File: src/rtl/esc_pkg.sv
// ---------------------------------------------------------------------------
// esc_pkg: shared constants for the epoch seconds to calendar converter
// Field widths, reciprocal constants for the divisions by constants, and the
// March-based month table used to split a day of year into month and day.
// ---------------------------------------------------------------------------
`default_nettype none

package esc_pkg;

  // Pipeline depth: input register through result register
  localparam int unsigned PIPE_DEPTH = 7;

  // Field widths
  localparam int unsigned SECS_W  = 32;
  localparam int unsigned SEC_W   = 6;
  localparam int unsigned MIN_W   = 6;
  localparam int unsigned HOUR_W  = 5;
  localparam int unsigned DAY_W   = 5;
  localparam int unsigned MONTH_W = 4;
  localparam int unsigned YEAR_W  = 12;

  // Internal widths
  localparam int unsigned DAYS_W  = 16;  // whole days, up to 49710
  localparam int unsigned TOD_W   = 17;  // seconds of day, below 86400
  localparam int unsigned HRS_W   = 12;  // seconds of hour, below 3600
  localparam int unsigned CYC_W   = 6;   // four-year cycles, up to 34
  localparam int unsigned DOY4_W  = 11;  // day within a four-year cycle
  localparam int unsigned DOY_W   = 9;   // March-based day of year
  localparam int unsigned MP_W    = 4;   // March-based month index

  // Seconds / 86400 = (secs >> 7) / 675, by reciprocal
  localparam int unsigned DAY_PRE_SHIFT = 7;
  localparam int unsigned DAY_RCP_W     = 26;
  localparam logic [DAY_RCP_W-1:0] DAY_RCP = 26'd50903317;
  localparam int unsigned DAY_RCP_SHIFT = 35;
  localparam int unsigned DAY_PROD_W    = SECS_W - DAY_PRE_SHIFT + DAY_RCP_W;
  localparam logic [SECS_W-1:0] SECS_PER_DAY = 32'd86400;

  // Seconds of day / 3600 = (tod >> 4) / 225
  localparam int unsigned HOUR_PRE_SHIFT = 4;
  localparam int unsigned HOUR_RCP_W     = 14;
  localparam logic [HOUR_RCP_W-1:0] HOUR_RCP = 14'd9321;
  localparam int unsigned HOUR_RCP_SHIFT = 21;
  localparam int unsigned HOUR_PROD_W    = TOD_W - HOUR_PRE_SHIFT + HOUR_RCP_W;
  localparam logic [TOD_W-1:0] SECS_PER_HOUR = 17'd3600;

  // Seconds of hour / 60 = (x >> 2) / 15
  localparam int unsigned MIN_PRE_SHIFT = 2;
  localparam int unsigned MIN_RCP_W     = 11;
  localparam logic [MIN_RCP_W-1:0] MIN_RCP = 11'd1093;
  localparam int unsigned MIN_RCP_SHIFT = 14;
  localparam int unsigned MIN_PROD_W    = HRS_W - MIN_PRE_SHIFT + MIN_RCP_W;
  localparam logic [HRS_W-1:0] SECS_PER_MIN = 12'd60;

  // Day count rebased to 1968-03-01, with a skip over the missing 2100-02-29
  localparam logic [DAYS_W-1:0] EPOCH_OFFSET = 16'd671;
  localparam logic [DAYS_W-1:0] SKIP_2100    = 16'd47541;

  // Day count / 1461 by reciprocal
  localparam int unsigned CYC_RCP_W     = 17;
  localparam logic [CYC_RCP_W-1:0] CYC_RCP = 17'd91868;
  localparam int unsigned CYC_RCP_SHIFT = 27;
  localparam int unsigned CYC_PROD_W    = DAYS_W + CYC_RCP_W;
  localparam logic [DAYS_W-1:0] DAYS_PER_CYCLE = 16'd1461;

  // Year boundaries inside a four-year cycle
  localparam logic [DOY4_W-1:0] YEAR1_START = 11'd365;
  localparam logic [DOY4_W-1:0] YEAR2_START = 11'd730;
  localparam logic [DOY4_W-1:0] YEAR3_START = 11'd1095;

  localparam logic [YEAR_W-1:0] BASE_YEAR = 12'd1968;
  localparam int unsigned MONTHS = 12;
  localparam logic [MP_W-1:0] JAN_INDEX = 4'd10;

  // First day of each month, counted from March 1
  function automatic logic [DOY_W-1:0] month_start(input logic [MP_W-1:0] mp);
    logic [DOY_W-1:0] s;
    case (mp)
      4'd0:    s = 9'd0;
      4'd1:    s = 9'd31;
      4'd2:    s = 9'd61;
      4'd3:    s = 9'd92;
      4'd4:    s = 9'd122;
      4'd5:    s = 9'd153;
      4'd6:    s = 9'd184;
      4'd7:    s = 9'd214;
      4'd8:    s = 9'd245;
      4'd9:    s = 9'd275;
      4'd10:   s = 9'd306;
      4'd11:   s = 9'd337;
      default: s = 9'd0;
    endcase
    return s;
  endfunction

  // March-based month that holds the given day of year
  function automatic logic [MP_W-1:0] month_of_doy(input logic [DOY_W-1:0] doy);
    logic [MP_W-1:0] mp;
    mp = '0;
    for (int i = 1; i < MONTHS; i++) begin
      if (doy >= month_start(MP_W'(i))) mp = MP_W'(i);
    end
    return mp;
  endfunction

endpackage

`default_nettype wire

File: src/rtl/epoch_seconds_to_calendar.sv
// ---------------------------------------------------------------------------
// epoch_seconds_to_calendar: Unix seconds to Gregorian date and time
// Seven-stage pipeline: day split by reciprocal multiply, time of day by two
// more reciprocal steps, date by four-year cycles and a March-based month.
// ---------------------------------------------------------------------------
// A beat moves from input stage A through B to F; its result is valid in G.
// Throughput: one beat per cycle unless the output stalls; each stage holds one
//   beat and moves it on when the next stage is empty or moving, so a stalled
//   output only fills the pipeline up behind it.
// Reset: rst_n clears the stage valid bits only; no clearing pass.
// ---------------------------------------------------------------------------
`default_nettype none

module epoch_seconds_to_calendar
  import esc_pkg::*;
(
  input  wire logic                clk,
  input  wire logic                rst_n,
  input  wire logic                in_valid,
  output logic                     in_ready,
  input  wire logic [SECS_W-1:0]   in_epoch_seconds,
  output logic                     out_valid,
  input  wire logic                out_ready,
  output logic [SEC_W-1:0]         out_second_of_minute,
  output logic [MIN_W-1:0]         out_minute_of_hour,
  output logic [HOUR_W-1:0]        out_hour_of_day,
  output logic [DAY_W-1:0]         out_day_of_month,
  output logic [MONTH_W-1:0]       out_month_of_year,
  output logic [YEAR_W-1:0]        out_full_year
);

  localparam int unsigned LAST = PIPE_DEPTH - 1;

  logic [PIPE_DEPTH-1:0] vld_r;
  logic [PIPE_DEPTH-1:0] ld;

  // Stage load enables: a stage loads when empty or when it drains downstream
  always_comb begin
    ld[LAST] = !vld_r[LAST] || out_ready;
    for (int k = LAST - 1; k >= 0; k--) begin
      ld[k] = !vld_r[k] || ld[k+1];
    end
  end

  assign in_ready  = ld[0];
  assign out_valid = vld_r[LAST];

  // Advance stage valid bits
  always_ff @(posedge clk) begin
    if (!rst_n) begin
      vld_r <= '0;
    end else begin
      if (ld[0]) vld_r[0] <= in_valid;
      for (int k = 1; k < PIPE_DEPTH; k++) begin
        if (ld[k]) vld_r[k] <= vld_r[k-1];
      end
    end
  end

  // Stage A: input register
  logic [SECS_W-1:0] sa_secs_r;

  always_ff @(posedge clk) begin
    if (ld[0]) sa_secs_r <= in_epoch_seconds;
  end

  // Stage B: reciprocal product for the day count
  logic [SECS_W-1:0]     sb_secs_r;
  logic [DAY_PROD_W-1:0] sb_prod_r, sb_prod_nxt;

  assign sb_prod_nxt = DAY_PROD_W'(sa_secs_r[SECS_W-1:DAY_PRE_SHIFT])
                     * DAY_PROD_W'(DAY_RCP);

  always_ff @(posedge clk) begin
    if (ld[1]) begin
      sb_secs_r <= sa_secs_r;
      sb_prod_r <= sb_prod_nxt;
    end
  end

  // Stage C: whole days and seconds of day
  logic [DAYS_W-1:0] sc_days_r, sc_days_nxt;
  logic [TOD_W-1:0]  sc_tod_r, sc_tod_nxt;
  logic [SECS_W-1:0] sc_day_secs;

  assign sc_days_nxt = sb_prod_r[DAY_RCP_SHIFT +: DAYS_W];
  assign sc_day_secs = SECS_W'(sc_days_nxt) * SECS_PER_DAY;
  assign sc_tod_nxt  = TOD_W'(sb_secs_r - sc_day_secs);

  always_ff @(posedge clk) begin
    if (ld[2]) begin
      sc_days_r <= sc_days_nxt;
      sc_tod_r  <= sc_tod_nxt;
    end
  end

  // Stage D: hour, rebased day count, four-year cycle
  logic [HOUR_W-1:0]      sd_hour_r, sd_hour_nxt;
  logic [TOD_W-1:0]       sd_tod_r;
  logic [DAYS_W-1:0]      sd_z_r, sd_z_nxt;
  logic [CYC_W-1:0]       sd_cyc_r, sd_cyc_nxt;
  logic [HOUR_PROD_W-1:0] sd_hour_prod;
  logic [CYC_PROD_W-1:0]  sd_cyc_prod;

  assign sd_hour_prod = HOUR_PROD_W'(sc_tod_r[TOD_W-1:HOUR_PRE_SHIFT])
                      * HOUR_PROD_W'(HOUR_RCP);
  assign sd_hour_nxt  = sd_hour_prod[HOUR_RCP_SHIFT +: HOUR_W];
  // skip the day that the four-year rule would insert at 2100-02-29
  assign sd_z_nxt     = sc_days_r + EPOCH_OFFSET
                      + DAYS_W'(sc_days_r >= SKIP_2100);
  assign sd_cyc_prod  = CYC_PROD_W'(sd_z_nxt) * CYC_PROD_W'(CYC_RCP);
  assign sd_cyc_nxt   = sd_cyc_prod[CYC_RCP_SHIFT +: CYC_W];

  always_ff @(posedge clk) begin
    if (ld[3]) begin
      sd_hour_r <= sd_hour_nxt;
      sd_tod_r  <= sc_tod_r;
      sd_z_r    <= sd_z_nxt;
      sd_cyc_r  <= sd_cyc_nxt;
    end
  end

  // Stage E: seconds of hour, day within the cycle
  logic [HRS_W-1:0]  se_hs_r, se_hs_nxt;
  logic [HOUR_W-1:0] se_hour_r;
  logic [CYC_W-1:0]  se_cyc_r;
  logic [DOY4_W-1:0] se_doy4_r, se_doy4_nxt;
  logic [TOD_W-1:0]  se_hour_secs;
  logic [DAYS_W-1:0] se_cyc_days;

  assign se_hour_secs = TOD_W'(sd_hour_r) * SECS_PER_HOUR;
  assign se_hs_nxt    = HRS_W'(sd_tod_r - se_hour_secs);
  assign se_cyc_days  = DAYS_W'(sd_cyc_r) * DAYS_PER_CYCLE;
  assign se_doy4_nxt  = DOY4_W'(sd_z_r - se_cyc_days);

  always_ff @(posedge clk) begin
    if (ld[4]) begin
      se_hs_r   <= se_hs_nxt;
      se_hour_r <= sd_hour_r;
      se_cyc_r  <= sd_cyc_r;
      se_doy4_r <= se_doy4_nxt;
    end
  end

  // Stage F: minute, year within the cycle, March-based day of year
  logic [MIN_W-1:0]      sf_min_r, sf_min_nxt;
  logic [HRS_W-1:0]      sf_hs_r;
  logic [HOUR_W-1:0]     sf_hour_r;
  logic [CYC_W-1:0]      sf_cyc_r;
  logic [1:0]            sf_yoc_r, sf_yoc_nxt;
  logic [DOY_W-1:0]      sf_doy_r, sf_doy_nxt;
  logic [MIN_PROD_W-1:0] sf_min_prod;
  logic [DOY4_W-1:0]     sf_year_base;

  assign sf_min_prod = MIN_PROD_W'(se_hs_r[HRS_W-1:MIN_PRE_SHIFT])
                     * MIN_PROD_W'(MIN_RCP);
  assign sf_min_nxt  = sf_min_prod[MIN_RCP_SHIFT +: MIN_W];

  // Pick the year in the cycle; the last year holds the leap day
  always_comb begin
    if (se_doy4_r >= YEAR3_START) begin
      sf_yoc_nxt   = 2'd3;
      sf_year_base = YEAR3_START;
    end else if (se_doy4_r >= YEAR2_START) begin
      sf_yoc_nxt   = 2'd2;
      sf_year_base = YEAR2_START;
    end else if (se_doy4_r >= YEAR1_START) begin
      sf_yoc_nxt   = 2'd1;
      sf_year_base = YEAR1_START;
    end else begin
      sf_yoc_nxt   = 2'd0;
      sf_year_base = '0;
    end
  end

  assign sf_doy_nxt = DOY_W'(se_doy4_r - sf_year_base);

  always_ff @(posedge clk) begin
    if (ld[5]) begin
      sf_min_r  <= sf_min_nxt;
      sf_hs_r   <= se_hs_r;
      sf_hour_r <= se_hour_r;
      sf_cyc_r  <= se_cyc_r;
      sf_yoc_r  <= sf_yoc_nxt;
      sf_doy_r  <= sf_doy_nxt;
    end
  end

  // Stage G: result register
  logic [MP_W-1:0]    sg_mp;
  logic [DOY_W-1:0]   sg_day0;
  logic [HRS_W-1:0]   sg_min_secs;
  logic [SEC_W-1:0]   sg_sec_nxt;
  logic [DAY_W-1:0]   sg_day_nxt;
  logic [MONTH_W-1:0] sg_month_nxt;
  logic [YEAR_W-1:0]  sg_year_nxt;

  assign sg_min_secs = HRS_W'(sf_min_r) * SECS_PER_MIN;
  assign sg_sec_nxt  = SEC_W'(sf_hs_r - sg_min_secs);
  assign sg_mp       = month_of_doy(sf_doy_r);
  assign sg_day0     = sf_doy_r - month_start(sg_mp);
  assign sg_day_nxt  = DAY_W'(sg_day0) + DAY_W'(1);

  // Map March-based month to calendar month; January and February roll over
  always_comb begin
    if (sg_mp >= JAN_INDEX) begin
      sg_month_nxt = MONTH_W'(sg_mp - JAN_INDEX) + MONTH_W'(1);
    end else begin
      sg_month_nxt = MONTH_W'(sg_mp) + MONTH_W'(3);
    end
  end

  assign sg_year_nxt = BASE_YEAR + YEAR_W'({sf_cyc_r, 2'b00})
                     + YEAR_W'(sf_yoc_r) + YEAR_W'(sg_mp >= JAN_INDEX);

  always_ff @(posedge clk) begin
    if (ld[LAST]) begin
      out_second_of_minute <= sg_sec_nxt;
      out_minute_of_hour   <= sf_min_r;
      out_hour_of_day      <= sf_hour_r;
      out_day_of_month     <= sg_day_nxt;
      out_month_of_year    <= sg_month_nxt;
      out_full_year        <= sg_year_nxt;
    end
  end

  // Result fields stay in range
  a_time_range: assert property (@(posedge clk) disable iff (!rst_n)
    out_valid |-> (out_second_of_minute < 6'd60) && (out_minute_of_hour < 6'd60)
                  && (out_hour_of_day < 5'd24))
    else $error("time of day out of range");

  a_date_range: assert property (@(posedge clk) disable iff (!rst_n)
    out_valid |-> (out_day_of_month != 5'd0) && (out_month_of_year != 4'd0)
                  && (out_month_of_year <= 4'd12))
    else $error("date out of range");

  a_feb_len: assert property (@(posedge clk) disable iff (!rst_n)
    out_valid && (out_month_of_year == 4'd2) |-> out_day_of_month <= 5'd29)
    else $error("February longer than 29 days");

  a_year_range: assert property (@(posedge clk) disable iff (!rst_n)
    out_valid |-> (out_full_year >= 12'd1970) && (out_full_year <= 12'd2106))
    else $error("year out of range");

  a_accept_fill: assert property (@(posedge clk) disable iff (!rst_n)
    in_valid && in_ready |=> vld_r[0])
    else $error("accepted beat lost at the input stage");

  a_reset_empty: assert property (@(posedge clk)
    !rst_n |=> !out_valid)
    else $error("result valid right after reset");

endmodule

`default_nettype wire
File: config.mk
export PLATFORM = sky130hd
export DESIGN_NAME = epoch_seconds_to_calendar
export DESIGN_NICKNAME = d
export VERILOG_FILES = /design/src/rtl/esc_pkg.sv /design/src/rtl/epoch_seconds_to_calendar.sv
export SDC_FILE = /design/constraint.sdc
export NUM_CORES = 1
export LEC_CHECK = 0
export BUFFER_PORTS_ARGS = -buffer_cell sky130_fd_sc_hd__buf_2
export CORE_AREA = 2 2 201 302
export DETAILED_ROUTE_END_ITERATION = 10
export DIE_AREA = 0 0 203 304
export GPL_ROUTABILITY_DRIVEN = 0
export HOLD_SLACK_MARGIN = 0.05
export PLACE_DENSITY_LB_ADDON = 0.1
export SLEW_MARGIN = 20
export SYNTH_ARGS = -nofsm -noshare
export SYNTH_HDL_FRONTEND = slang
export SYNTH_SLANG_ARGS = --single-unit
export TNS_END_PERCENT = 10
File: constraint.sdc
create_clock -name clk -period 8 [get_ports clk]
set_input_delay 0.8 -clock clk [delete_from_list [all_inputs] [get_ports clk]]
set_output_delay 0.8 -clock clk [all_outputs]
set_load 0.02 [all_outputs]
* After elaboration in Yosys (flattened, before gate mapping)
Memory sizes are Yosys's and may differ from the RTL's.
Index checks and enable logic that the tools add are counted.
** Operators by class
- $add $sub $neg :: 15
- Multipliers :: 8
- Order comparisons :: 16
- Mux-type cells :: 17
- Reductions and logical operators :: 15
** Operators by type and width (count)
- $mul 25x26->51 const B :: 1
- $mux 4 :: 11
- $ge 9x8->1 const B :: 4
- $mul 16x15->31 const B :: 1
- $ge 9x9->1 const B :: 3
- $mux 9 :: 3
- $mul 13x14->26 const B :: 1
- $mul 10x11->20 const B :: 1
- $ge 9x7->1 const B :: 2
- $sub 17x17->17 :: 1
- $add 16x1->16 :: 1
- $add 16x10->16 const B :: 1
- $ge 16x16->1 const B :: 1
- $mul 16x10->10 const B :: 1
- $add 11x8->12 const A :: 1
- $add 12x1->12 :: 1
- $add 12x2->12 :: 1
- $sub 12x12->12 :: 1
- $ge 11x10->1 const B :: 1
- $ge 11x11->1 const B :: 1
- $ge 11x9->1 const B :: 1
- $mul 6x11->11 const B :: 1
- $sub 11x11->11 :: 1
- $ge 9x5->1 const B :: 1
- other kinds (15) :: 29
** Word-level totals
- Flip-flop bits (word level) :: 280
- Memory bits (read-only) :: 144
- Input port bits :: 36
- Output and inout bits :: 40
- Logic and storage cells :: 105
- Memories :: 1
** Memory list
- (no name shown) :: depth 16, width 9, read ports 1, clocked after memory_dff 0, wr ports 0, line esc_pkg.sv:78 : case (mp)

* Longest topological paths before layout
Gate-level depths: netlist (run 1).
- Depth in word-level cells :: 15
- Gate-level depth with buffers :: 34
- Gate-level depth less buffers :: 34

* Least setup slack after synthesis (run 1)
No wires, ideal clock.
- Path type :: register to register
- Start :: register sc_days_r[1]
- End :: register sd_cyc_r[5], data pin
- Data arrival time :: 7625 ps
- Setup slack :: 116 ps
- Cell stages (with the launch flop) :: 35
- Path buffers :: 0
- Path through :: edfxtp_1 > o21ai_0 > nand2b_1 > a31o_2 > a311oi_1 > nor2_1 > o21ai_0 > ha_1 > ha_1 > nand2_1 > a31oi_1 > nor2b_1 > nor2_1 > nor3b_1 > xnor2_1 > inv_1 > fa_1 > fa_1 > inv_1 > fa_1 > inv_1 > fa_1 > fa_1 > inv_1 > fa_1 > inv_1 > ha_1 > a21oi_1 > o211ai_1 > and2_1 > a21oi_1 > a211oi_1 > or3_1 > a21oi_1 > xnor2_1
** On the way
- Longest elaborated chain between the ends :: 3
- Elaborated cells on any way between the ends :: 4
** RTL lines
- start: declaration :: line epoch_seconds_to_calendar.sv:82 : logic [DAYS_W-1:0] sc_days_r, sc_days_nxt;
- start signal: assignment :: line epoch_seconds_to_calendar.sv:92 : sc_days_r <= sc_days_nxt;
- $add 16x10->16 / $ge 16x16->1 (equally long branches) :: line epoch_seconds_to_calendar.sv:109, epoch_seconds_to_calendar.sv:110
- $add 16x1->16 (*) :: line epoch_seconds_to_calendar.sv:110 : + DAYS_W'(sc_days_r >= SKIP_2100);
- $mul 16x15->31 (*) :: line epoch_seconds_to_calendar.sv:111 : assign sd_cyc_prod = CYC_PROD_W'(sd_z_nxt) * CYC_PROD_W'(CYC_RCP);
- via sd_cyc_prod[32] :: line epoch_seconds_to_calendar.sv:103 : logic [CYC_PROD_W-1:0] sd_cyc_prod;
- end signal: assignment :: line epoch_seconds_to_calendar.sv:119 : sd_cyc_r <= sd_cyc_nxt;
- end: declaration :: line epoch_seconds_to_calendar.sv:101 : logic [CYC_W-1:0] sd_cyc_r, sd_cyc_nxt;
Mark *: on every way through the listed nets, which the timed path passes. The rest lies on a longest branch.
A chain may end at the register's enable or synchronous reset.

* Final worst setup path (run 1)
- Start :: register sc_days_r[0]
- End :: register sd_cyc_r[5], data pin
The elaborated chain is that of the path after synthesis.

==> results of run 1 <==
[cell usage in the layout (no fill, tap or decap), types with 8 or more instances in the layout]
cell,instances
sky130_fd_sc_hd__buf_2,75
sky130_fd_sc_hd__inv_1,635
sky130_fd_sc_hd__o21ai_0,52
sky130_fd_sc_hd__nand3_1,18
sky130_fd_sc_hd__nand4_1,18
sky130_fd_sc_hd__a31oi_1,13
sky130_fd_sc_hd__a21oi_1,93
sky130_fd_sc_hd__xnor2_1,84
sky130_fd_sc_hd__a211oi_1,8
sky130_fd_sc_hd__and3_1,13
sky130_fd_sc_hd__nor3_1,11
sky130_fd_sc_hd__nor2b_1,19
sky130_fd_sc_hd__nand2_1,55
sky130_fd_sc_hd__nand2b_1,18
sky130_fd_sc_hd__clkbuf_16,28
sky130_fd_sc_hd__o21a_1,16
sky130_fd_sc_hd__nor2_1,48
sky130_fd_sc_hd__and2_1,9
sky130_fd_sc_hd__buf_4,74
sky130_fd_sc_hd__o211ai_1,14
sky130_fd_sc_hd__ha_1,626
sky130_fd_sc_hd__xor2_1,44
sky130_fd_sc_hd__a21o_1,41
sky130_fd_sc_hd__edfxtp_1,238
sky130_fd_sc_hd__o21bai_1,12
sky130_fd_sc_hd__fa_1,334
[metrics by stage]
step | std cells | TNS [ns] | util (%) | setup WS [ns]
finish | 3507 | 0 | 53.5 | 0.243
global route | 3506 | -0.0397 | 53.5 | -0.0397
CTS | 3498 | 0 | 53.1 | 0.00800
detailed placement | 3444 | -0.201 | 51.4 | -0.167
global placement | 3444 | -0.0658 | 51.4 | -0.0658
floorplan | 2528 | 0 | - | 0.116
[state kept, by name, summed over array words and instances, names as in the netlist, 7 cells and up]
register and cells:
se_hs_r 12, sb_prod_r 16, vld_r 7, sd_tod_r 12, sf_doy_r 9, sc_days_r 16
out_full_year 12, se_doy4_r 11, sd_z_r 11, sb_secs_r 17, sa_secs_r 32, sc_tod_r 17
[Yosys cell counts (2+ instances only)]
library cell | number | area (um^2)
sky130_fd_sc_hd__clkbuf_1 | 7 | 26.3
sky130_fd_sc_hd__nand3_1 | 19 | 95.1
sky130_fd_sc_hd__o41a_1 | 2 | 22.5
sky130_fd_sc_hd__o21a_1 | 16 | 120
sky130_fd_sc_hd__nand4_1 | 18 | 113
sky130_fd_sc_hd__o2111ai_1 | 3 | 26.3
sky130_fd_sc_hd__o31ai_1 | 3 | 22.5
sky130_fd_sc_hd__nor4_1 | 2 | 12.5
sky130_fd_sc_hd__o21ai_0 | 55 | 275
sky130_fd_sc_hd__o211ai_1 | 14 | 105
sky130_fd_sc_hd__nand2_1 | 57 | 214
sky130_fd_sc_hd__a21boi_0 | 6 | 45.0
sky130_fd_sc_hd__a211oi_1 | 10 | 75.1
sky130_fd_sc_hd__or3_1 | 4 | 25.0
sky130_fd_sc_hd__a21oi_1 | 98 | 490
sky130_fd_sc_hd__inv_1 | 636 | 2390
sky130_fd_sc_hd__edfxtp_1 | 238 | 7150
sky130_fd_sc_hd__dfxtp_1 | 7 | 140
sky130_fd_sc_hd__o21ai_2 | 2 | 17.5
sky130_fd_sc_hd__a21o_1 | 41 | 308
sky130_fd_sc_hd__nor3_1 | 11 | 55.1
sky130_fd_sc_hd__o21bai_1 | 12 | 90.1
sky130_fd_sc_hd__a211o_1 | 5 | 43.8
sky130_fd_sc_hd__o21ai_1 | 4 | 20.0
sky130_fd_sc_hd__a31o_2 | 2 | 17.5
sky130_fd_sc_hd__a31oi_1 | 14 | 87.6
sky130_fd_sc_hd__o22a_1 | 2 | 17.5
sky130_fd_sc_hd__fa_1 | 336 | 6730
sky130_fd_sc_hd__nor3b_1 | 3 | 22.5
sky130_fd_sc_hd__xor2_1 | 46 | 403
sky130_fd_sc_hd__nand2b_1 | 18 | 113
sky130_fd_sc_hd__nor2b_1 | 20 | 125
sky130_fd_sc_hd__and3_1 | 14 | 87.6
sky130_fd_sc_hd__and4_1 | 2 | 17.5
sky130_fd_sc_hd__nor2_1 | 49 | 184
sky130_fd_sc_hd__xnor2_1 | 88 | 771
sky130_fd_sc_hd__ha_1 | 632 | 7910
sky130_fd_sc_hd__and2_1 | 9 | 56.3
sky130_fd_sc_hd__a41oi_1 | 2 | 17.5
[what timing repair did]
item,4_1_cts,5_1_grt
setup endpoints to repair,2,6
cloned,0,0
gates resized for setup,8,34
pin swaps,2,39
buffers inserted,2,8
hold endpoints to repair,0,0
[cell families after synthesis]
family | after synthesis | synth area share [%]
adder cells (fa/ha/maj) | 969 | 51.1
multiplexers | 1 | 0.0349
flip-flops | 245 | 25.4
buffers and inverters | 643 | 8.42
AO/OA/AOI/OAI | 307 | 6.93
XOR/XNOR | 135 | 4.15
AND/OR/NAND/NOR | 228 | 3.97
[per-layer routing]
metal	routed length (um)	global-route usage, %	vias to the layer above
li1	-	-	8700
met1	21500	20.6	9015
met2	37500	45.0	274
met3	1270	1.46	132
met4	3090	8.67	2
met5	13	0	-
[final timing paths]
kind / start / endpoint / depth (start not counted)
worst max-delay path: sc_days_r[0] / sd_cyc_r[5] / 34
worst min-delay path: in_epoch_seconds[8] / sa_secs_r[8] / 1
worst max register to register: sc_days_r[0] / sd_cyc_r[5] / 34
worst min register to register: sd_tod_r[0] / se_hs_r[0] / 0
[area by class of cell]
cell class              count  area, um^2  area share (%)
clock buffers              28         701            2.21
repair buffers            149         931            2.93
diodes                      1        2.50         0.00788
multi-input cells        1640       19200            60.4
clock inverters            24         279           0.879
inverters                 636        2390            7.52
well taps                 784         981            3.09
flip-flops and latches    245        7290            22.9
==> results.txt, run 1 <==
Summing every instance area after synthesis gives 28,700 um^2. The area growth from synthesis to layout is 10.8%, and the post-synthesis async set-or-reset flop share is 0%. The run gives 21.3% as the global-route total usage across every layer. The die is 203 um wide.

Setup violations remaining at the end of the flow were counted as 0. Hold is met by 0.364 ns. For the pin with the worst max-slew slack, the measured transition is 0.768 ns. The post-route netlist has 8.96% of its cells at a drive strength greater than 1.

The clock passes through at most 3 buffers. Launching element type of the critical path: a flip-flop. The cell at the root of the clock tree was sky130_fd_sc_hd__clkbuf_16.

Using the TritonRoute via totals, the vias-per-cell ratio works out to 5.17. The path class of the tightest hold or removal check is input pin to flip-flop. Once placement finished, the instance area stood at 30,500 um^2. In this run the tightest slew margin relative to its limit is 48.8%. The synthesized flop and latch total was 245.

Entering global routing, the biggest net connects 39 pins. The final net count was 3,704. The smallest clock period supported by the final layout is computed as 7.76 ns.

Synthesis handed over a netlist of 2,528 instances. The first routing iteration left 536 violations. Across the routed clock network, the largest skew measured is 0.0609 ns. After synthesis, the netlist uses 60 different library cells. The delay of the slowest cell on the worst path is 0.55 ns, and the number of routed nets with antenna violations is 0. Max-cap violations in this run came to 0. For this block, the via count after detailed routing is 18,100.

The logs give 59,300 um^2 for the core box area and 8.31 ns for the data required time of the critical path. For this run, design rule violations remaining after detail routing come to 0. The critical path is of the flip-flop to flip-flop type. Once layout is done, the placed cells without fillers occupy 31,800 um^2. The number of ports placed on the die boundary is 76, and the number of enable-type register cells in the synthesized netlist is 238. The tools report the sequential area share after synthesis as 25.4%. In this run the register-to-register setup slack is 0.24 ns. For the global-route congestion overflow total, the log shows 0.

The run finished with clean final reports. The data arrival time of the critical path is 8.06 ns, and the number of failing hold endpoints at the final stage is 0. After detailed routing, the average wire length per cell comes to 18.1 um. The critical path contains buffers and inverters numbering 6 combined. For this design, the slowest cell found on the critical path is sky130_fd_sc_hd__fa_2.

For the H-tree depth, the log shows 1. At the later pin of the worst-skew pair, clock insertion delay measures 0.61 ns. The share of the cycle needed by the critical path after routing was 97.0%; the first-pass GRT wire length was 102,000 um. The placed wire-length estimate after detailed placement was 54,900 um.

Timing would allow up to 129 MHz. Mean instance size in the synthesized netlist: 11.3 um^2. The maximum fanout along the worst path is 3, and the number of slew-limit violations in the final report is 0. After clock tree synthesis, the flow added hold-fix buffers numbering 0. The total clock sinks came out at 245. Kind of cell adding the most delay to the critical path: adder cells. The logs give 63,400 um for the sum of routed wire length over all layers and 0 for the total number of yosys warnings. The most used flip-flop cell after synthesis is sky130_fd_sc_hd__edfxtp_1. STA classifies the critical path endpoint as a flip-flop.

The number of buffer cells added on primary ports was 75; the clock transition time at the flip-flop clock pins of the worst setup and hold paths was 0.07 ns. The floorplan has 110 rows. The number of antenna violations at the first check in global routing is 1.

Among the stages of the critical path, the cell type that occurs most often is sky130_fd_sc_hd__fa_1. For the number of nets in the synthesized netlist, the log shows 3,532. CTS buffer count: 28. The tools report the via count of the first global-routing pass as 20,200. TritonCTS built the clock tree. Counting the fill cells in the layout gives 5,204. Floorplan die area: 61,700 um^2. In this run the vertical extent of the chip is 304 um. For the number of detailed-routing iterations run before antenna repair, the log shows 5. The initial utilization of the core area, before any placement, comes to 48.3%.
Power of run 1 is not shown: default switching activity piles up to over one toggle a cycle in this logic, so the estimate is an artifact.
==> run 2: changes to the inputs <==
--- a/config.mk
+++ b/config.mk
@@ -5,11 +5,13 @@
 export SDC_FILE = /design/constraint.sdc
 export NUM_CORES = 1
 export LEC_CHECK = 0
+export ABC_CLOCK_PERIOD_IN_PS = 8000
 export BUFFER_PORTS_ARGS = -buffer_cell sky130_fd_sc_hd__buf_2
 export CORE_AREA = 2 2 201 302
 export DETAILED_ROUTE_END_ITERATION = 10
 export DIE_AREA = 0 0 203 304
 export GPL_ROUTABILITY_DRIVEN = 0
+export GPL_TIMING_DRIVEN = 0
 export HOLD_SLACK_MARGIN = 0.05
 export PLACE_DENSITY_LB_ADDON = 0.1
 export SLEW_MARGIN = 20
==> results.txt, run 2 (synthesis results as in run 1) <==
The run finished with clean final reports. The critical path is of the flip-flop to flip-flop type. The pre-antenna-repair detailed-routing pass consisted of 5 iterations. In this run the remaining antenna-violating nets after routing total 0. The slowest stage of the critical path is the sky130_fd_sc_hd__fa_1 cell. For this design the top-level I/O count stands at 76.

At the worst endpoint, the required time is 8.30 ns. TritonCTS built the clock tree. The instance count along the most critical hold path is 1. The die covers 61,700 um^2. In the final layout, the share of cells above drive strength 1 is 8.27%. Timing analysis after detailed placement gives a worst setup slack of -1.67 ns. CTS placed an instance of sky130_fd_sc_hd__clkbuf_16 at the clock tree root. For this run, the total global-route usage over all layers was measured as 20.3%.

The relative slew slack is 30.5%. The dominant cell type by count on the critical path is sky130_fd_sc_hd__fa_1. For this run, design rule violations remaining after detail routing come to 0. Global routing used 41.1% of the available met2 tracks.

The via count of the first global-routing pass was 19,900. Wires add up to 60,100 um. Hold-critical path endpoint: sa_secs_r[9]. Once detailed placement completed, the half-perimeter wirelength came to 51,200 um.

The library cells used most frequently in the layout, excluding fill and tap cells, are sky130_fd_sc_hd__ha_1 (627), sky130_fd_sc_hd__inv_1 (623), sky130_fd_sc_hd__fa_1 (332). After routing, the total negative slack on setup checks comes to 0 ns. The final critical-path required period was 7.97 ns.

STA classifies the critical path startpoint as a flip-flop. The starting density of the core was 48.3%. The tools report the count of endpoints failing setup in the final report as 0. The number of core rows is 110, and the routed length per placed instance is 17.3 um. The number of antenna violations at the first check in global routing came out at 1. Measured along the x axis, the die boundary spans 203 um.

0 antenna diodes ended up in the layout. Setup repair after global routing could not meet its margin everywhere. For the pin with the worst max-slew slack, the measured transition is 1.04 ns. The via total after detailed routing is 17,900. The tools report the startpoint of the lowest-slack hold path as in_epoch_seconds[9]. The worst register-to-register path has a setup slack of 0.03 ns. sa_secs_r holds more flip-flops than any other register. The first global-routing pass estimated 98,400 um of wire. The worst setup margin is 0.0342 ns. The largest single stage delay on the critical path is 0.53 ns. The endpoint of the worst register-to-register path is sd_cyc_r[4]. The number of clock buffers added by TritonCTS is 27. For this design, the sink count on the clock tree is 245. Static timing analysis puts the maximum clock frequency at 126 MHz. Counting cells, the worst reg-to-reg path comes to 36. Clock skew on the completed layout was measured at 0.0226 ns. Most common cell after layout, fill and taps aside: sky130_fd_sc_hd__ha_1. Using the TritonRoute via totals, the vias-per-cell ratio works out to 5.16. The final net count is 3,668. The tools report the origin of the critical flop-to-flop path as sc_days_r[1].

Critical path endpoint category: a flip-flop. The die span in y is 304 um, and the clock transition time at the flip-flop clock pins of the worst setup and hold paths is 0.06 ns. The number of flip-flops under the largest register name was 32. For the H-tree depth, the log shows 1.

The area growth from synthesis to layout works out to 10.3%. In this run the worst hold path is classified as input pin to flip-flop. The share of the cycle needed by the critical path after routing is 99.6%, and the number of design-rule violations left by the first detailed-router iteration is 426. The number of max-cap violations was 0.

The number of slew-limit violations in the final report was 0; the global-route congestion overflow total was 0. The largest registers in the layout are sa_secs_r x32, sb_secs_r x17, sc_tod_r x17. The tools report the maximum number of pins on one net before global-route repair as 39. In this run the most used layer during global routing was met2. During placement, the flow inserted port buffers numbering 75. At the worst endpoint, the arrival time is 8.27 ns. The met1 demand-to-capacity share in global routing was 20.2%. The maximum fanout along the worst path was 4. Clock latency on the worst-skew pair, taken at its later pin, is 0.57 ns. The number of failing hold endpoints at the final stage came out at 0. In the global route stage, met3 resource usage came out at 1.65%. No sink is reached through more buffers than the 3 on the longest clock path. The core box area came out at 59,300 um^2.
[run 2: changes by cell type in the layout (fill, tap and decap cells not counted), sizes merged, moves of 2 or more]
| cell | delta |
|---|---|
| buf | -42 |
| clkbuf | +6 |
| clkinvlp | -6 |
| clkinv | +4 |
| inv | -2 |
[run 2: area by class of cell]
class | instances | area (um^2)
multi-input cells | 1640 | 19400
well taps | 784 | 981
inverters | 636 | 2390
fillers | 5154 | 27700
plain buffers | 7 | 26.3
clock inverters | 21 | 241
repair buffers | 107 | 652
clock buffers | 27 | 676
flip-flops and latches | 245 | 7290
[run 2: worst max-delay path by stage]
stage	cells after the start	slack, ns	endpoint	startpoint
floorplan	34	0.12	sd_cyc_r[5]	sc_days_r[1]
global placement	31	-1.59	sd_cyc_r[5]	sc_days_r[1]
detailed placement	32	-1.67	sd_cyc_r[5]	sc_days_r[1]
CTS	32	-0.04	sd_cyc_r[5]	sc_days_r[0]
global route	36	-0.24	sd_cyc_r[4]	sc_days_r[1]
finish	36	0.03	sd_cyc_r[4]	sc_days_r[1]
[run 2: timing repair]
item | CTS | global route
setup endpoints to repair | 6 | 6
pin swaps | 44 | 26
resized for setup | 57 | 22
setup buffers | 20 | 10
hold buffers | 0 | 0
[run 2: layer usage]
metal | vias to the layer above | share of wire [%]
li1 | 8617 | -
met1 | 8781 | 35
met2 | 308 | 57
met3 | 165 | 2.4
met4 | 2 | 5.7
met5 | - | 0.025
[run 2: stage by stage]
step	hold WS (ns)	cell area, um^2	util [%]	cells
after floorplan	0.400	28700	-	2528
after global placement	0.400	30000	50.6	3387
after detailed placement	0.405	30100	50.7	3389
after CTS	0.358	31400	53.0	3457
after global routing	0.366	31600	53.3	3467
final	0.401	31600	53.3	3467
[run 2: worst max-delay path, delay by kind of cell (launching register included)]
kind / cells / cell delay (ns)
adder cells (fa/ha/maj): 9 / 3.53
AO/OA/AOI/OAI: 9 / 1.74
AND/OR/NAND/NOR: 7 / 1.02
buffers and inverters: 9 / 0.76
flip-flops: 1 / 0.38
XOR/XNOR: 2 / 0.29
Power of run 2 is left out for the same reason.
==> run 3: changes to the inputs <==
--- a/config.mk
+++ b/config.mk
@@ -5,15 +5,18 @@
 export SDC_FILE = /design/constraint.sdc
 export NUM_CORES = 1
 export LEC_CHECK = 0
-export ABC_CLOCK_PERIOD_IN_PS = 8000
+export ABC_CLOCK_PERIOD_IN_PS = 7200
 export BUFFER_PORTS_ARGS = -buffer_cell sky130_fd_sc_hd__buf_2
-export CORE_AREA = 2 2 201 302
+export CELL_PAD_IN_SITES_DETAIL_PLACEMENT = 0
+export CELL_PAD_IN_SITES_GLOBAL_PLACEMENT = 1
+export CORE_AREA = 2 2 203 305
 export DETAILED_ROUTE_END_ITERATION = 10
-export DIE_AREA = 0 0 203 304
+export DIE_AREA = 0 0 205 307
 export GPL_ROUTABILITY_DRIVEN = 0
 export GPL_TIMING_DRIVEN = 0
 export HOLD_SLACK_MARGIN = 0.05
 export PLACE_DENSITY_LB_ADDON = 0.1
+export SETUP_SLACK_MARGIN = 0.4
 export SLEW_MARGIN = 20
 export SYNTH_ARGS = -nofsm -noshare
 export SYNTH_HDL_FRONTEND = slang
==> constraint.sdc (replaced) <==
create_clock -name clk -period 7.2 [get_ports clk]
set_input_delay 0.72 -clock clk [delete_from_list [all_inputs] [get_ports clk]]
set_output_delay 0.72 -clock clk [all_outputs]
set_load 0.02 [all_outputs]
==> results.txt, run 3 (synthesis results as in run 1) <==
The number of antenna diodes is 0. Clock tree synthesis inserted a total of 27 buffers. On the worst path, the slowest cell contributes a delay of 0.57 ns. Signal routing reaches up to met4.

For the pin with the worst max-slew slack, the measured transition is 1.00 ns. The routed design uses 1440 um of met3 wire. No sink is reached through more buffers than the 3 on the longest clock path. The tools report the origin of the critical flop-to-flop path as sc_days_r[0]. Worst setup margin: -0.682 ns.

The tools report the floorplan die area as 62,900 um^2. The data required time of the critical path was 7.52 ns. The via count normalized by instance count came out at 5.12.

The number of design-rule violations left by the first detailed-router iteration was 479. The logs give 47.3% for the starting density of the core and 21,100 um for the length of routed wiring on met1. The placed wire-length estimate after detailed placement is 52,500 um, and the maximum fanout along the worst path is 4. The first detailed-routing pass ran for 5 iterations. The die is 307 um tall.

The final critical-path required period came out at 7.88 ns. For this block, the via count after detailed routing is 17,700. In the final routed layout, each cell accounts on average for 17.6 um.

The checks that failed: negative setup slack. The tools report the number of max-cap violations as 0. TritonCTS built the clock tree.

The run gives 1 as the H-tree depth. Dividing the final minimum period by the clock period gives 109%. The flow ran to the end, but the final reports show violations. Number of antenna violations at the first check in global routing: 0.

STA classifies the critical path startpoint as a flip-flop. Startpoint of the most critical setup path: sc_days_r[0]. Leaving out filler cells and counting taps, the final layout contains 3,466. The number of slew-limit violations in the final report is 0, and the clock transition time at the flip-flop clock pins of the worst setup and hold paths is 0.06 ns. Between clock sinks in the finished design, the worst skew comes to 0.00902 ns. The fraction of layout instances using a drive strength above 1 was 9.68%.

The die is 205 um wide. Global-route congestion overflow total: 0. The layout has 5,425 filler cells.

In the routed design, unresolved DRC markers number 0. At the worst endpoint, the arrival time is 8.20 ns. For the detailed route wirelength on metal2, the log shows 35,700 um. Setup repair after global routing could not meet its margin everywhere. The worst setup path is of the flip-flop to flip-flop kind. Number of flip-flops under the largest register name: 32. The critical path's slowest cell was sky130_fd_sc_hd__fa_1. The area growth from synthesis to layout was 11.5%.

The cell count after placement was 3,396. Global routing used 20.5% of the available tracks across all layers. STA classifies the critical path endpoint as a flip-flop.

Number of routed nets with antenna violations: 0. Leaving out fill and tap cells, the most frequent cells in the layout are sky130_fd_sc_hd__inv_1 (616), sky130_fd_sc_hd__ha_1 (614), sky130_fd_sc_hd__fa_1 (334). Setup violations remaining at the end of the flow were counted as 6. The number of buffer cells added on primary ports was 75. During I/O placement, the number of pins put on the boundary was 76. The tools report the latest clock arrival within the worst-skew pair as 0.58 ns. Ranked by flip-flop count, first place goes to sa_secs_r.

Timing would allow up to 127 MHz. The library cell used most frequently in the layout, excluding fill and tap cells, is sky130_fd_sc_hd__inv_1. The number of core rows is 111. In the final layout, the registers with the most flip-flops are sa_secs_r x32, sb_secs_r x17, sc_tod_r x17. The relative slew slack is 33.2%, and the final net count is 3,658. The tree built by TritonCTS fans out to 245 sinks. The min-delay analysis places its worst path in the category input pin to flip-flop.

The dominant cell type by count on the critical path was sky130_fd_sc_hd__fa_1. Via count of the first global-routing pass: 19,700. The tools report the first-pass GRT wire length as 99,200 um. The number of failing hold endpoints at the final stage is 0. The worst hold path begins at in_epoch_seconds[5]. The core box area was 60,600 um^2; the maximum number of pins on one net before global-route repair was 39.

The final layout contains routed wiring with a total length of 61,000 um. Clock tree synthesis selected as its root buffer the cell sky130_fd_sc_hd__clkbuf_16.
run 3: changes by cell type in the layout (fill, tap and decap cells not counted), moves of 4 or more:
cell and change:
sky130_fd_sc_hd__ha_2 +4, sky130_fd_sc_hd__a21oi_1 -4, sky130_fd_sc_hd__inv_1 -7, sky130_fd_sc_hd__inv_2 +6, sky130_fd_sc_hd__clkinv_1 -4, sky130_fd_sc_hd__ha_1 -13
sky130_fd_sc_hd__buf_4 -10, sky130_fd_sc_hd__ha_4 +9
run 3: path summary, 6_finish.rpt:
check	endpoint	slack, ns	cells after the start
max reg2reg	sd_cyc_r[5]	-0.68	34
max	sd_cyc_r[5]	-0.68	34
min reg2reg	out_hour_of_day[1]	0.41	0
min	sa_secs_r[5]	0.31	1
run 3: worst max-delay path, delay by kind of cell (launching register included):
family	cells	cell delay, ns
AOI/OAI and AO/OA	11	1.96
adders and majority gates	9	3.57
and+or+nand+nor	6	0.85
DFF	1	0.38
xor gates and xnor gates	2	0.26
buffers and inverters	6	0.56
run 3: timing repair:
item	in CTS	in global routing
setup endpoints to repair	21	20
buffers inserted	14	6
gates resized for setup	50	49
hold buffers	0	0
pin swaps	38	38
run 3: area by class of cell:
cell class                 count  area (um^2)  area share (%)
multi-input combinational   1640        19700            61.6
sequential                   245         7290            22.8
inverter                     636         2390            7.49
tap                          791          990            3.10
clock buffer                  29          693            2.17
timing repair buffer          97          592            1.85
clock inverter                21          274           0.858
buffer                         7         26.3          0.0822
run 3: per-stage QoR:
step                cell area [um^2]  util [%]  worst slack [ns]  setup TNS, ns  hold slack [ns]
finish                         32000      52.8            -0.682          -2.88            0.312
global route                   32000      52.8             -1.04          -5.04            0.278
CTS                            31700      52.3            -0.806          -3.58            0.267
detailed placement             30300      50.0             -1.48          -8.34            0.405
global placement               30200      49.9             -1.33          -7.48            0.402
floorplan                      28800         -           -0.0902         -0.118            0.400
run 3: layer usage:
layer | up-vias | track usage [%]
met5 | - | 0
li1 | 8599 | -
met4 | 0 | 8.23
met2 | 263 | 42.7
met3 | 113 | 1.59
met1 | 8757 | 20.1
Power of run 3 is left out for the same reason.
